===== config.mk =====
export PLATFORM = sky130hd
export DESIGN_NAME = ethernet_vlan_header_parser
export DESIGN_NICKNAME = d
export VERILOG_FILES = /design/src/sv/evhp_pkg.sv /design/src/sv/evhp_parse.sv /design/src/sv/ethernet_vlan_header_parser.sv
export SDC_FILE = /design/constraint.sdc
export NUM_CORES = 1
export LEC_CHECK = 0
export BUFFER_PORTS_ARGS = -buffer_cell sky130_fd_sc_hd__buf_2
export CAP_MARGIN = 10
export CORE_ASPECT_RATIO = 1.1
export CORE_MARGIN = 4
export CORE_UTILIZATION = 35
export CTS_BUF_LIST = sky130_fd_sc_hd__clkbuf_16
export DETAILED_ROUTE_END_ITERATION = 7
export PLACE_DENSITY_LB_ADDON = 0.08
export SLEW_MARGIN = 20
export SYNTH_ARGS = -nofsm -noshare
export SYNTH_HDL_FRONTEND = slang
export SYNTH_SLANG_ARGS = --single-unit

===== constraint.sdc =====
create_clock -name clk -period 26.7 [get_ports clk]
set_input_delay 5.34 -clock clk [delete_from_list [all_inputs] [get_ports clk]]
set_output_delay 5.34 -clock clk [all_outputs]
set_load 0.01 [all_outputs]

===== src/sv/evhp_pkg.sv =====
// evhp_pkg: shared types, constants and helpers for the ethernet vlan header parser
// used by evhp_parse, ethernet_vlan_header_parser and evhp_checker; no dependencies
package evhp_pkg;

	// frame layout
	localparam int MAC_BYTES      = 6;
	localparam int HDR_BYTES      = 14;
	localparam int TAG_BYTES      = 4;
	localparam int TAG_OFF_W      = $clog2(TAG_BYTES);
	localparam int POS_W          = 5;
	localparam int TAG_CNT_W      = 2;
	localparam int DEFAULT_MAX_TAGS = 2;

	// byte positions within the untagged header
	localparam logic [POS_W-1:0] POS_SRC_FIRST = POS_W'(MAC_BYTES);
	localparam logic [POS_W-1:0] POS_TYPE_LO   = POS_W'(2 * MAC_BYTES);
	localparam logic [POS_W-1:0] POS_TYPE_HI   = POS_W'(2 * MAC_BYTES + 1);
	localparam logic [POS_W-1:0] POS_TAG_BASE  = POS_W'(HDR_BYTES);

	// offsets within a tag
	localparam logic [TAG_OFF_W-1:0] TAG_OFF_TCI  = TAG_OFF_W'(1);
	localparam logic [TAG_OFF_W-1:0] TAG_OFF_TYPE = TAG_OFF_W'(TAG_BYTES - 1);

	// type words
	localparam logic [15:0] LEN_LIMIT      = 16'd1500;
	localparam logic [15:0] ETH_TYPE_IPV4  = 16'h0800;
	localparam logic [15:0] ETH_TYPE_ARP   = 16'h0806;
	localparam logic [15:0] ETH_TYPE_IPV6  = 16'h86DD;

	// register defaults
	localparam logic [15:0] VLAN_TPID_RESET = 16'h8100;
	localparam logic [1:0]  TAG_LIMIT_RESET = 2'd2;

	// configuration register indexes
	localparam int CFG_IDX_W = 1;
	localparam logic [CFG_IDX_W-1:0] CFG_VLAN_TPID = 1'b0;
	localparam logic [CFG_IDX_W-1:0] CFG_TAG_LIMIT = 1'b1;
	localparam int CFG_DATA_W = 16;

	// output packing
	localparam int RES_BITS = 155;
	localparam int RES_W    = 160;

	typedef enum logic [1:0] {
		ST_OK        = 2'd0,
		ST_OVERFLOW  = 2'd1,
		ST_TRUNCATED = 2'd2,
		ST_LENGTH    = 2'd3
	} status_t;

	typedef enum logic [1:0] {
		PROTO_IPV4  = 2'd0,
		PROTO_ARP   = 2'd1,
		PROTO_IPV6  = 2'd2,
		PROTO_OTHER = 2'd3
	} proto_t;

	typedef struct packed {
		logic [4:0]           header_bytes;
		status_t              status;
		proto_t               next_protocol;
		logic [15:0]          inner_tci;
		logic [15:0]          outer_tci;
		logic [TAG_CNT_W-1:0] tag_count;
		logic [15:0]          ether_type;
		logic [47:0]          src_mac;
		logic [47:0]          dst_mac;
	} hdr_result_t;

	// next protocol class of a type word
	function automatic proto_t classify(input logic [15:0] t);
		proto_t cls;
		case (t)
			ETH_TYPE_IPV4: cls = PROTO_IPV4;
			ETH_TYPE_ARP:  cls = PROTO_ARP;
			ETH_TYPE_IPV6: cls = PROTO_IPV6;
			default:       cls = PROTO_OTHER;
		endcase
		return cls;
	endfunction

endpackage


===== src/sv/evhp_parse.sv =====
// evhp_parse: per-frame header state and single-pass result logic for one byte
// depends on evhp_pkg
module evhp_parse #(
	parameter int MAX_TAGS = evhp_pkg::DEFAULT_MAX_TAGS
) (
	input  logic                 clk,
	input  logic                 arst_n,
	input  logic                 step,
	input  logic [7:0]           data_byte,
	input  logic                 frame_end,
	input  logic [15:0]          vlan_tpid,
	input  logic [1:0]           tag_limit,
	output logic                 res_valid,
	output evhp_pkg::hdr_result_t res
);
	import evhp_pkg::*;

	localparam logic [TAG_CNT_W-1:0] MAX_TAGS_C = TAG_CNT_W'(MAX_TAGS);

	logic [POS_W-1:0]     pos_q;
	logic [47:0]          dst_q;
	logic [47:0]          src_q;
	logic [15:0]          word_q;
	logic [15:0]          tag_q [MAX_TAGS];
	logic [TAG_CNT_W-1:0] tags_q;
	logic                 done_q;
	logic [15:0]          type_q;

	logic                 active;
	logic [15:0]          word_n;
	logic [47:0]          dst_n;
	logic [47:0]          src_n;
	logic [15:0]          tag_n [MAX_TAGS];
	logic [TAG_CNT_W-1:0] tags_n;
	logic [15:0]          type_n;
	logic [POS_W-1:0]     pos_n;
	logic [TAG_OFF_W-1:0] tag_off;
	logic                 in_tags;
	logic                 tag_wr;
	logic                 tag_end;
	logic                 type_done;
	logic [TAG_CNT_W-1:0] lim;
	logic                 is_tag;
	logic                 emit_hdr;
	logic                 emit_trunc;
	status_t              status_c;

	// next frame state for the byte in hand
	always_comb begin
		active  = !done_q;
		word_n  = {word_q[7:0], data_byte};
		dst_n   = (pos_q < POS_SRC_FIRST) ? {dst_q[39:0], data_byte} : dst_q;
		src_n   = (pos_q >= POS_SRC_FIRST && pos_q < POS_TYPE_LO) ?
			{src_q[39:0], data_byte} : src_q;
		in_tags = pos_q >= POS_TAG_BASE;
		tag_off = TAG_OFF_W'(pos_q - POS_TAG_BASE);
		tag_wr  = in_tags && tag_off == TAG_OFF_TCI;
		tag_end = in_tags && tag_off == TAG_OFF_TYPE;
		type_done = active && (pos_q == POS_TYPE_HI || tag_end);
		tags_n  = (tag_end && tags_q != '1) ? tags_q + 1'b1 : tags_q;
		type_n  = type_done ? word_n : type_q;
		pos_n   = (pos_q != '1) ? pos_q + 1'b1 : pos_q;
		for (int i = 0; i < MAX_TAGS; i++) begin
			tag_n[i] = (tag_wr && tags_q == TAG_CNT_W'(i)) ? word_n : tag_q[i];
		end
	end

	// header decision and result fields
	always_comb begin
		lim        = (tag_limit < MAX_TAGS_C) ? tag_limit : MAX_TAGS_C;
		is_tag     = word_n == vlan_tpid;
		emit_hdr   = type_done && (!is_tag || tags_n >= lim);
		emit_trunc = active && !emit_hdr && frame_end;
		res_valid  = emit_hdr || emit_trunc;

		if (emit_trunc)
			status_c = ST_TRUNCATED;
		else if (is_tag)
			status_c = ST_OVERFLOW;
		else if (word_n <= LEN_LIMIT)
			status_c = ST_LENGTH;
		else
			status_c = ST_OK;

		res.dst_mac      = dst_n;
		res.src_mac      = src_n;
		res.ether_type   = type_n;
		res.tag_count    = tags_n;
		res.outer_tci    = '0;
		res.inner_tci    = '0;
		for (int i = 0; i < MAX_TAGS; i++) begin
			if (tags_n > TAG_CNT_W'(i)) begin
				if (i == 0)
					res.outer_tci = tag_n[i];
				else
					res.inner_tci = tag_n[i];
			end
		end
		res.status        = status_c;
		res.next_protocol = (status_c == ST_OVERFLOW || status_c == ST_TRUNCATED) ?
			PROTO_OTHER : classify(type_n);
		res.header_bytes  = pos_q + 1'b1;
	end

	// frame state, cleared by the end-of-frame byte
	always_ff @(posedge clk or negedge arst_n) begin
		if (!arst_n) begin
			pos_q  <= '0;
			dst_q  <= '0;
			src_q  <= '0;
			word_q <= '0;
			tags_q <= '0;
			done_q <= 1'b0;
			type_q <= '0;
			for (int i = 0; i < MAX_TAGS; i++) tag_q[i] <= '0;
		end else if (step) begin
			if (frame_end) begin
				pos_q  <= '0;
				dst_q  <= '0;
				src_q  <= '0;
				word_q <= '0;
				tags_q <= '0;
				done_q <= 1'b0;
				type_q <= '0;
				for (int i = 0; i < MAX_TAGS; i++) tag_q[i] <= '0;
			end else if (active) begin
				pos_q  <= pos_n;
				dst_q  <= dst_n;
				src_q  <= src_n;
				word_q <= word_n;
				tags_q <= tags_n;
				done_q <= emit_hdr;
				type_q <= type_n;
				for (int i = 0; i < MAX_TAGS; i++) tag_q[i] <= tag_n[i];
			end
		end
	end

endmodule


===== src/sv/ethernet_vlan_header_parser.sv =====
// ethernet_vlan_header_parser: byte stream ethernet ii header parser with a vlan tag stack
// depends on evhp_pkg and evhp_parse
// a byte taken passes the input register and the parse stage into the result register
// throughput: one byte per cycle, set by the input register feeding the single parse stage
// but a waiting result stalls parsing; the input register still takes a byte if empty
// reset: arst_n clears both valid flags and the frame state, loads the register defaults
module ethernet_vlan_header_parser #(
	parameter int MAX_TAGS = evhp_pkg::DEFAULT_MAX_TAGS
) (
	input  logic                              clk,
	input  logic                              arst_n,
	input  logic                              s_axis_tvalid,
	output logic                              s_axis_tready,
	input  logic [7:0]                        s_axis_tdata,  // data_byte
	input  logic                              s_axis_tlast,  // frame_end
	output logic                              m_axis_tvalid,
	input  logic                              m_axis_tready,
	// dst_mac, src_mac, ether_type, tag_count, outer_tci, inner_tci,
	// next_protocol, status, header_bytes, zero fill
	output logic [evhp_pkg::RES_W-1:0]        m_axis_tdata,
	input  logic                              cfg_valid,
	output logic                              cfg_ready,
	input  logic [evhp_pkg::CFG_IDX_W-1:0]    cfg_index,
	input  logic [evhp_pkg::CFG_DATA_W-1:0]   cfg_data
);
	import evhp_pkg::*;

	logic        valid_s1;
	logic [7:0]  byte_s1;
	logic        last_s1;
	logic        advance;
	logic [15:0] vlan_tpid_q;
	logic [1:0]  tag_limit_q;
	logic        res_valid;
	hdr_result_t res;
	logic        out_valid_q;
	hdr_result_t out_q;

	// handshakes
	assign advance       = valid_s1 && (!out_valid_q || m_axis_tready);
	assign s_axis_tready = !valid_s1 || advance;
	assign cfg_ready     = 1'b1;

	// configuration registers
	always_ff @(posedge clk or negedge arst_n) begin
		if (!arst_n) begin
			vlan_tpid_q <= VLAN_TPID_RESET;
			tag_limit_q <= TAG_LIMIT_RESET;
		end else if (cfg_valid && cfg_ready) begin
			case (cfg_index)
				CFG_VLAN_TPID: vlan_tpid_q <= cfg_data[15:0];
				CFG_TAG_LIMIT: tag_limit_q <= cfg_data[1:0];
				default: ;
			endcase
		end
	end

	// input register
	always_ff @(posedge clk or negedge arst_n) begin
		if (!arst_n) begin
			valid_s1 <= 1'b0;
		end else if (s_axis_tready) begin
			valid_s1 <= s_axis_tvalid;
		end
	end

	always_ff @(posedge clk) begin
		if (s_axis_tvalid && s_axis_tready) begin
			byte_s1 <= s_axis_tdata;
			last_s1 <= s_axis_tlast;
		end
	end

	evhp_parse #(
		.MAX_TAGS (MAX_TAGS)
	) u_parse (
		.clk       (clk),
		.arst_n    (arst_n),
		.step      (advance),
		.data_byte (byte_s1),
		.frame_end (last_s1),
		.vlan_tpid (vlan_tpid_q),
		.tag_limit (tag_limit_q),
		.res_valid (res_valid),
		.res       (res)
	);

	// result register
	always_ff @(posedge clk or negedge arst_n) begin
		if (!arst_n) begin
			out_valid_q <= 1'b0;
		end else if (advance && res_valid) begin
			out_valid_q <= 1'b1;
		end else if (m_axis_tready) begin
			out_valid_q <= 1'b0;
		end
	end

	always_ff @(posedge clk) begin
		if (advance && res_valid) out_q <= res;
	end

	assign m_axis_tvalid = out_valid_q;
	assign m_axis_tdata  = {(RES_W - RES_BITS)'(0), out_q};

endmodule


After elaboration in Yosys (flattened, before gate mapping)

Cells that the tools add are included.

Add/sub/neg operators: 3
Order comparisons: 9
Equal/unequal tests: 13
Multiplexer cells: 31
Bitwise logic cells: 1
Reduce and logical (&&, ||, !) cells: 31

Operators with widths:

| kind                                                               | number |
|---|---|
| 2-to-1 mux 48 bit                                                  | 6 |
| 2-to-1 mux 16 bit                                                  | 6 |
| 2-to-1 mux 32 bit                                                  | 2 |
| equality test 16 x 12 -> 1 bit (second input constant)             | 2 |
| equality test 16 bit                                               | 1 |
| equality test 16 bit (second input constant)                       | 1 |
| less-or-equal comparator 16 x 11 -> 1 bit (second input constant)  | 1 |
| 2-to-1 mux 8 bit                                                   | 2 |
| 2-to-1 mux 5 bit                                                   | 3 |
| 2-to-1 mux 2 bit                                                   | 7 |
| logical AND 1 bit                                                  | 13 |
| equality test 2 x 1 -> 1 bit (second input constant)               | 3 |
| logical OR 1 bit                                                   | 6 |
| case mux 2 bit (3 select lines)                                    | 1 |
| AND reduction 2 bit                                                | 3 |
| adder 5 x 1 -> 5 bit (second input constant)                       | 1 |
| equality test 5 x 4 -> 1 bit (second input constant)               | 1 |
| greater-or-equal comparator 5 x 3 -> 1 bit (second input constant) | 1 |
| greater-or-equal comparator 5 x 4 -> 1 bit (second input constant) | 1 |
| logical NOT 1 bit                                                  | 5 |
| less-than comparator 5 x 3 -> 1 bit (second input constant)        | 1 |
| less-than comparator 5 x 4 -> 1 bit (second input constant)        | 1 |
| != test 5 bit (second input constant)                              | 1 |
| equality test 2 bit (second input constant)                        | 2 |
| other kinds (11)                                                   | 17 |

Flip-flop bits (word level): 344
Input bits: 31
Output and inout port bits: 163

Logic depth before layout (Yosys ltp)

Gate-level depths: netlist of the first run.

Word-level depth: 14
Gate-level depth with buffers: 11

Hierarchy

From an unflattened synthesis of the first run, not the netlist that was laid out.

Cells, all modules: 951
Area total of the unflattened synthesis: 14049.7 um2

Modules (own cells, without submodules):

| module                      | times used | cells each | area each (um2) |
|---|---|---|---|
| evhp_parse                  | 1          | 729        | 8232.9 |
| ethernet_vlan_header_parser | 1          | 222        | 5816.8 |

Worst setup path after synthesis of the first run

Ideal clock, no wire load.

Path type: input -> register
From: input m_axis_tready
To: register out_q, in the netlist m_axis_tdata[0] (enable)
Arrival time: 16.889 ns
Slack: 8.915 ns
Stages on the path: 3
Path buffers: 0
Cells stage by stage: nand2b_1 > nand2_1 > o31ai_1

Longest elaborated chain between the ends: 3

RTL lines:

| element              | RTL line                           | text |
|---|---|---|
| start, declared      | ethernet_vlan_header_parser.sv:17  | `input logic m_axis_tready,` |
| logical OR 1 bit     | ethernet_vlan_header_parser.sv:40  | `assign advance = valid_s1 && (!out_valid_q \|\| m_axis_tready);` |
| logical AND 1 bit    | ethernet_vlan_header_parser.sv:40  |  |
| logical AND 1 bit    | ethernet_vlan_header_parser.sv:100 | `if (advance && res_valid) out_q <= res;` |
| end signal, assigned | ethernet_vlan_header_parser.sv:100 |  |
| end, declared        | ethernet_vlan_header_parser.sv:37  | `hdr_result_t out_q;` |

Every way passes these cells.
A chain may end at the register's enable or synchronous reset.

Worst setup path after layout of the first run

From: input m_axis_tready
To: output s_axis_tready

Longest elaborated chain between the ends: 3

RTL lines:

| element           | RTL line                          | text |
|---|---|---|
| logical OR 1 bit  | ethernet_vlan_header_parser.sv:40 |  |
| logical AND 1 bit | ethernet_vlan_header_parser.sv:40 |  |
| logical OR 1 bit  | ethernet_vlan_header_parser.sv:41 | `assign s_axis_tready = !valid_s1 \|\| advance;` |
| end, declared     | ethernet_vlan_header_parser.sv:13 | `output logic s_axis_tready,` |

Every way passes these cells.

==> results of run 1 <==
final timing paths:
| path | slack [ns] | end |
|---|---|---|
| min in group asynchronous | 4.85 | vlan_tpid_q[7] |
| min | 0.48 | u_parse.tag_q[1] |
| max in group asynchronous | 20.53 | u_parse.src_q[40] |
| min reg2reg | 0.48 | u_parse.tag_q[1] |
| max | 15.51 | s_axis_tready |
| max reg2reg | 22.84 | m_axis_tdata[31] |
logic make-up (layout without fill, tap and decap cells):
| group | Yosys count | count (layout) |
|---|---|---|
| AOI/OAI and AO/OA | 193 | 193 |
| other | 2 | 6 |
| adders and majority gates | 9 | 9 |
| and+or+nand+nor | 136 | 136 |
| xor gates and xnor gates | 20 | 20 |
| muxes | 163 | 163 |
| buffers and inverters | 92 | 286 |
| DFF | 344 | 344 |
sequential cells by signal, indices dropped and copies added (netlist names), 2 cells and up:
signal,flops
u_parse.dst_q,48
u_parse.tags_q,2
vlan_tpid_q,16
u_parse.word_q,8
u_parse.type_q,16
tag_limit_q,2
m_axis_tdata,155
u_parse.pos_q,5
byte_s1,8
u_parse.src_q,48
u_parse.tag_q,32
metrics by stage:
stage	hold slack, ns	worst slack (ns)
2_1_floorplan	0.450	8.92
3_3_place_gp	0.462	15.52
3_5_place_dp	0.470	15.50
4_1_cts	0.483	15.50
5_1_grt	0.511	15.46
6_report	0.477	15.51
layer usage:
metal | part of all wire | vias up
li1 | - | 3913
met1 | 0.46 | 4297
met2 | 0.47 | 175
met3 | 0.054 | 48
met4 | 0.020 | 0
met5 | 0 | -
power breakdown:
| part | leakage, nW | switching [mW] | internal (mW) |
|---|---|---|---|
| logic | 2.79 | 0.0636 | 0.0387 |
| registers | 4.01 | 0.0290 | 0.590 |
| clock network | 0.610 | 0.209 | 0.293 |
| total | 7.41 | 0.302 | 0.922 |
cells in the mapped netlist, types with 5 or more instances:
library cell / count
dfrtp_1: 177
edfxtp_1: 164
a22o_1: 128
mux2_2: 103
nor2_1: 45
nand2_1: 42
o21ai_0: 36
mux2i_1: 33
buf_2: 29
clkbuf_1: 25
mux2_4: 20
buf_4: 17
xor2_1: 17
inv_1: 15
ha_1: 9
a21oi_1: 8
mux2_1: 6
nor4_1: 6
nand2b_1: 5
nand3_1: 5
nand4_1: 5
nor3_1: 5
tightest hold or removal path, delay by kind of cell, from the launching register on:
| kind | cells | cell delay, ns |
|---|---|---|
| AOI/OAI and AO/OA | 1 | 0.06 |
| DFF | 1 | 0.34 |
| and+or+nand+nor | 1 | 0.05 |
layout make-up:
type                    instances  area, sq um
clock inverters                29          204
repair buffers                203         1060
clock buffers                  39          976
flip-flops and latches        344         9430
inverters                      15         56.3
multi-input cells             527         4410
fillers                      3724        23400
well taps                     513          642
==> impl_metrics.tcl, run 1 <==
set metrics [dict create \
    die_y_um 220 \
    postLayoutCoreUtil 0.418 \
    num_antenna_cells 0 \
    syn_to_final_growth_pct 17.8 \
    cpMostUsedCell "buf_2" \
    port-buffer-count 187 \
    core_area_sq_um 40200 \
    grt_pass1_wl_um 54400 \
    dp.cells 1602 \
    startpoint "m_axis_tready" \
    end_kind "output port" \
    drc 0 \
    ant_nets 0 \
    drtIter0Drc 451 \
    status "completed" \
    cts_tree "yes" \
    layout_common_cells "buf_2 (186), dfrtp_1 (177), edfxtp_1 (164)" \
    relSlewSlack 0.260 \
    async_flop_share 0.523 \
    cp_cell_sequence "buf_2 > nor2b_1 > nand2_1 > buf_2" \
    wire_per_inst_um 21.3 \
    power_mw 1.22 \
    hp-start "u_parse.tag_q[1]" \
    clock_latency_ns 0.53 \
    cts_root_buffer "clkbuf_16" \
    avgSynthCellArea_sq_um 14.9 \
    crit_type "in2out" \
    grt_use_met3 0.0338 \
    crit_path_top_delay_cell "buf_2" \
    post_cts_buffers 0 \
    crit_arrival_ns 5.85 \
    fin_crit_ns 11.19 \
    ys_types 53 \
    die_w_um 200 \
    finalHoldViolations 0 \
    fin_nets 1170 \
    cts.sinks 344 \
    syn_area_sq_um 14200 \
    skew_ns 0.0127 \
    grt_overflow 0 \
    r2r_cells 11 \
    crit_buf_inv 2 \
    hold_path.class "reg2reg" \
    ys_warn_count 0 \
    placed_cell_area_sq_um 15600 \
    final_common_cell "buf_2" \
    yosysTopAreaCell "edfxtp_1" \
    clock.fmax_ghz 0.0893 \
    drt_first_pass_iters 4 \
    synth-edff-count 164 \
    ctsResizeCount 0 \
    hold_buffers 0 \
    clock_path_buffers 3 \
    grt_use_met2 0.253 \
    vias 8433 \
    grt_max_degree 93 \
    synth-compound-area-share 0.107 \
    synthCells 959 \
    slowest_delay_ns 0.17 \
    r2r_start "u_parse.pos_q[1]" \
    busiest_layer "met2" \
    numCtsBuffers 39 \
    crit_path_max_fanout 3 \
    finalCritPeriodShare 0.419 \
    crit_family "buffers and inverters" \
    grt_antenna_before_repair 0 \
    dp_hpwl_um 22000 \
    io_pins 194 \
    synth_top_cell_area_share 0.346 \
    tightest_slew_ns 1.11 \
    synth-xor-area-share 0.0123 \
    wl_um 35600 \
    leakage_nw 7.41 \
    final_cells 1670 \
    cp_data_required_time_ns 21.36 \
    fin_area_sq_um 16800 \
    synthAdderAreaFrac 0.00791 \
    cts_max_level 2 \
    gp_congestion 0.717 \
    num_rows 77 \
    cp-start-kind "input port" \
    setup_viol 0 \
    tns_ns 0 \
    ys_ff_latch 344 \
    synth_top_family_by_area "multiplexers" \
    p_per_area_nw_per_um2 72.9 \
    synthTopCellsByArea "edfxtp_1 (35%), dfrtp_1 (31%), mux2_2 (8.1%)" \
    cp.depth 4 \
    grt_pass1_vias 8615 \
    viasPerCell 5.05 \
    drive_gt1_frac 0.343 \
    seq_area_frac_synth 0.662 \
    track_usage 0.158 \
    vdd_drop_max_mv 0.0440 \
    dominantRegCellSynth "dfrtp_1" \
    synthSimpleGateAreaFrac 0.0459 \
    synth_mux_area_frac 0.131 \
    min_path_cells 2 \
    maxSlewViolCount 0 \
    start_util 0.355 \
    die_area_sq_um 44000 \
    grtUsageMet1 0.223 \
    maxCapViolCount 0 \
    clk_pin_slew_ns 0.05 \
    rsz0062_at_grt "false" \
]
Note: power is estimated with default switching activity, not from simulation.
==> run 2, diff against run 1 <==
==> constraint.sdc (replaced) <==
create_clock -name clk -period 9.2 [get_ports clk]
set_input_delay 1.84 -clock clk [delete_from_list [all_inputs] [get_ports clk]]
set_output_delay 1.84 -clock clk [all_outputs]
set_load 0.01 [all_outputs]
==> impl_metrics.tcl, run 2 (synthesized netlist as in run 1, its figures left out) <==
set metrics [dict create \
    status "completed" \
    cts_tree "yes" \
    end_kind "flop" \
    num_antenna_cells 0 \
    setup_viol 0 \
    crit_arrival_ns 4.49 \
    grt_antenna_before_repair 0 \
    hp-start "u_parse.tag_q[19]" \
    fin_crit_ns 4.35 \
    r2r_end "m_axis_tdata[66]" \
    die_area_sq_um 44000 \
    fin_hold_ws_ns 0.482 \
    num_rows 77 \
    power_mw 3.50 \
    grt_pass1_wl_um 55000 \
    fin_nets 1167 \
    largest_register_ffs 155 \
    clock_path_buffers 3 \
    hold_buffers 0 \
    wl_um 35900 \
    port-buffer-count 187 \
    die_y_um 220 \
    startpoint "u_parse.pos_q[1]" \
    hold_path.class "reg2reg" \
    grt_use_met3 0.0361 \
    fillerInstances 3694 \
    crit_family "buffers and inverters" \
    syn_to_final_growth_pct 17.5 \
    vdd_drop_max_mv 0.103 \
    grt_max_degree 95 \
    layout_common_cells "buf_2 (186), dfrtp_1 (177), edfxtp_1 (164)" \
    wire_per_inst_um 21.5 \
    r2r_start "u_parse.pos_q[1]" \
    grt_use_met2 0.236 \
    placed_cell_area_sq_um 15600 \
    maxCapViolCount 0 \
    track_usage 0.160 \
    place_ws_ns 4.47 \
    crit_type "reg2reg" \
    dp.cells 1599 \
    cp_data_required_time_ns 9.34 \
    core_area_sq_um 40200 \
    start_util 0.355 \
    drc 0 \
    final_cells 1669 \
    drive_gt1_frac 0.337 \
    crit_end "m_axis_tdata[66]" \
    busiest_layer "met2" \
    leakage_nw 7.41 \
    numCtsBuffers 38 \
    slowest_delay_ns 0.71 \
    cts_root_buffer "clkbuf_16" \
    finalHoldViolations 0 \
    cts.sinks 344 \
    fin_ws_ns 4.85 \
    cp.depth 11 \
    final_common_cell "buf_2" \
    clock_latency_ns 0.53 \
    crit_path_max_fanout 69 \
    viasPerCell 5.06 \
    tns_ns 0 \
    ant_nets 0 \
    vias 8449 \
    cp_cell_sequence "ha_1 > o211a_2 > o21ai_4 > mux2i_4 > inv_1 > ha_1 > a21o_1 > o2111ai_1 > o31ai_4 > buf_6 > buf_4" \
    skew_ns 0.0112 \
    die_w_um 200 \
    postLayoutCoreUtil 0.417 \
    clk_pin_slew_ns 0.06 \
    grt_pass1_vias 8842 \
    r2r_cells 11 \
    cts_max_level 2 \
    fin_area_sq_um 16700 \
    crit_buf_inv 3 \
    r2r_setup_slack_ns 4.85 \
    grt_overflow 0 \
    drt_first_pass_iters 4 \
    dp_hpwl_um 22100 \
    io_pins 194 \
    clock.fmax_ghz 0.230 \
    gp_congestion 0.715 \
    finalCritPeriodShare 0.473 \
    grtUsageMet1 0.236 \
    drtIter0Drc 472 \
    post_cts_buffers 0 \
    tightest_slew_ns 1.12 \
    rsz0062_at_grt "false" \
    maxSlewViolCount 0 \
    cpMostUsedCell "ha_1" \
    crit_path_top_delay_cell "buf_4" \
    ctsResizeCount 0 \
    cp-start-kind "flop" \
    p_per_area_nw_per_um2 209 \
    relSlewSlack 0.255 \
]
## run 2: tightest hold or removal path: stages, from the launching register on
cell and delay (ns):
dfrtp_1 0.34, nand2_1 0.05, o21ai_0 0.06
## run 2: layout make-up
cell class                 count  area [sq um]  share of cell area
clock buffer                  39           976              0.0583
inverter                      15          56.3             0.00336
multi-input combinational    527          4420               0.264
clock inverter                30           158             0.00942
tap                          513           642              0.0384
timing repair buffer         201          1050              0.0630
sequential                   344          9430               0.564
## run 2: where the power goes
part	internal, mW	leakage (nW)	switching (mW)	total (mW)
logic	0.112	2.78	0.183	0.295
registers	1.71	4.01	0.0872	1.80
clock network	0.795	0.610	0.606	1.40
## run 2: how the worst min path moves through the flow
stage	cells past startpoint	to	slack (ns)
final	2	u_parse.tag_q[19]	0.48
after global routing	2	u_parse.tag_q[16]	0.50
after CTS	2	u_parse.tag_q[19]	0.48
after detailed placement	2	u_parse.tag_q[19]	0.47
after global placement	2	u_parse.tag_q[19]	0.46
after floorplan	2	u_parse.tag_q[0]	0.45
## run 2: layer usage
metal	vias to the layer above	share of wire
met2	198	0.45
met5	-	0
met3	47	0.048
met4	0	0.024
met1	4305	0.48
li1	3899	-
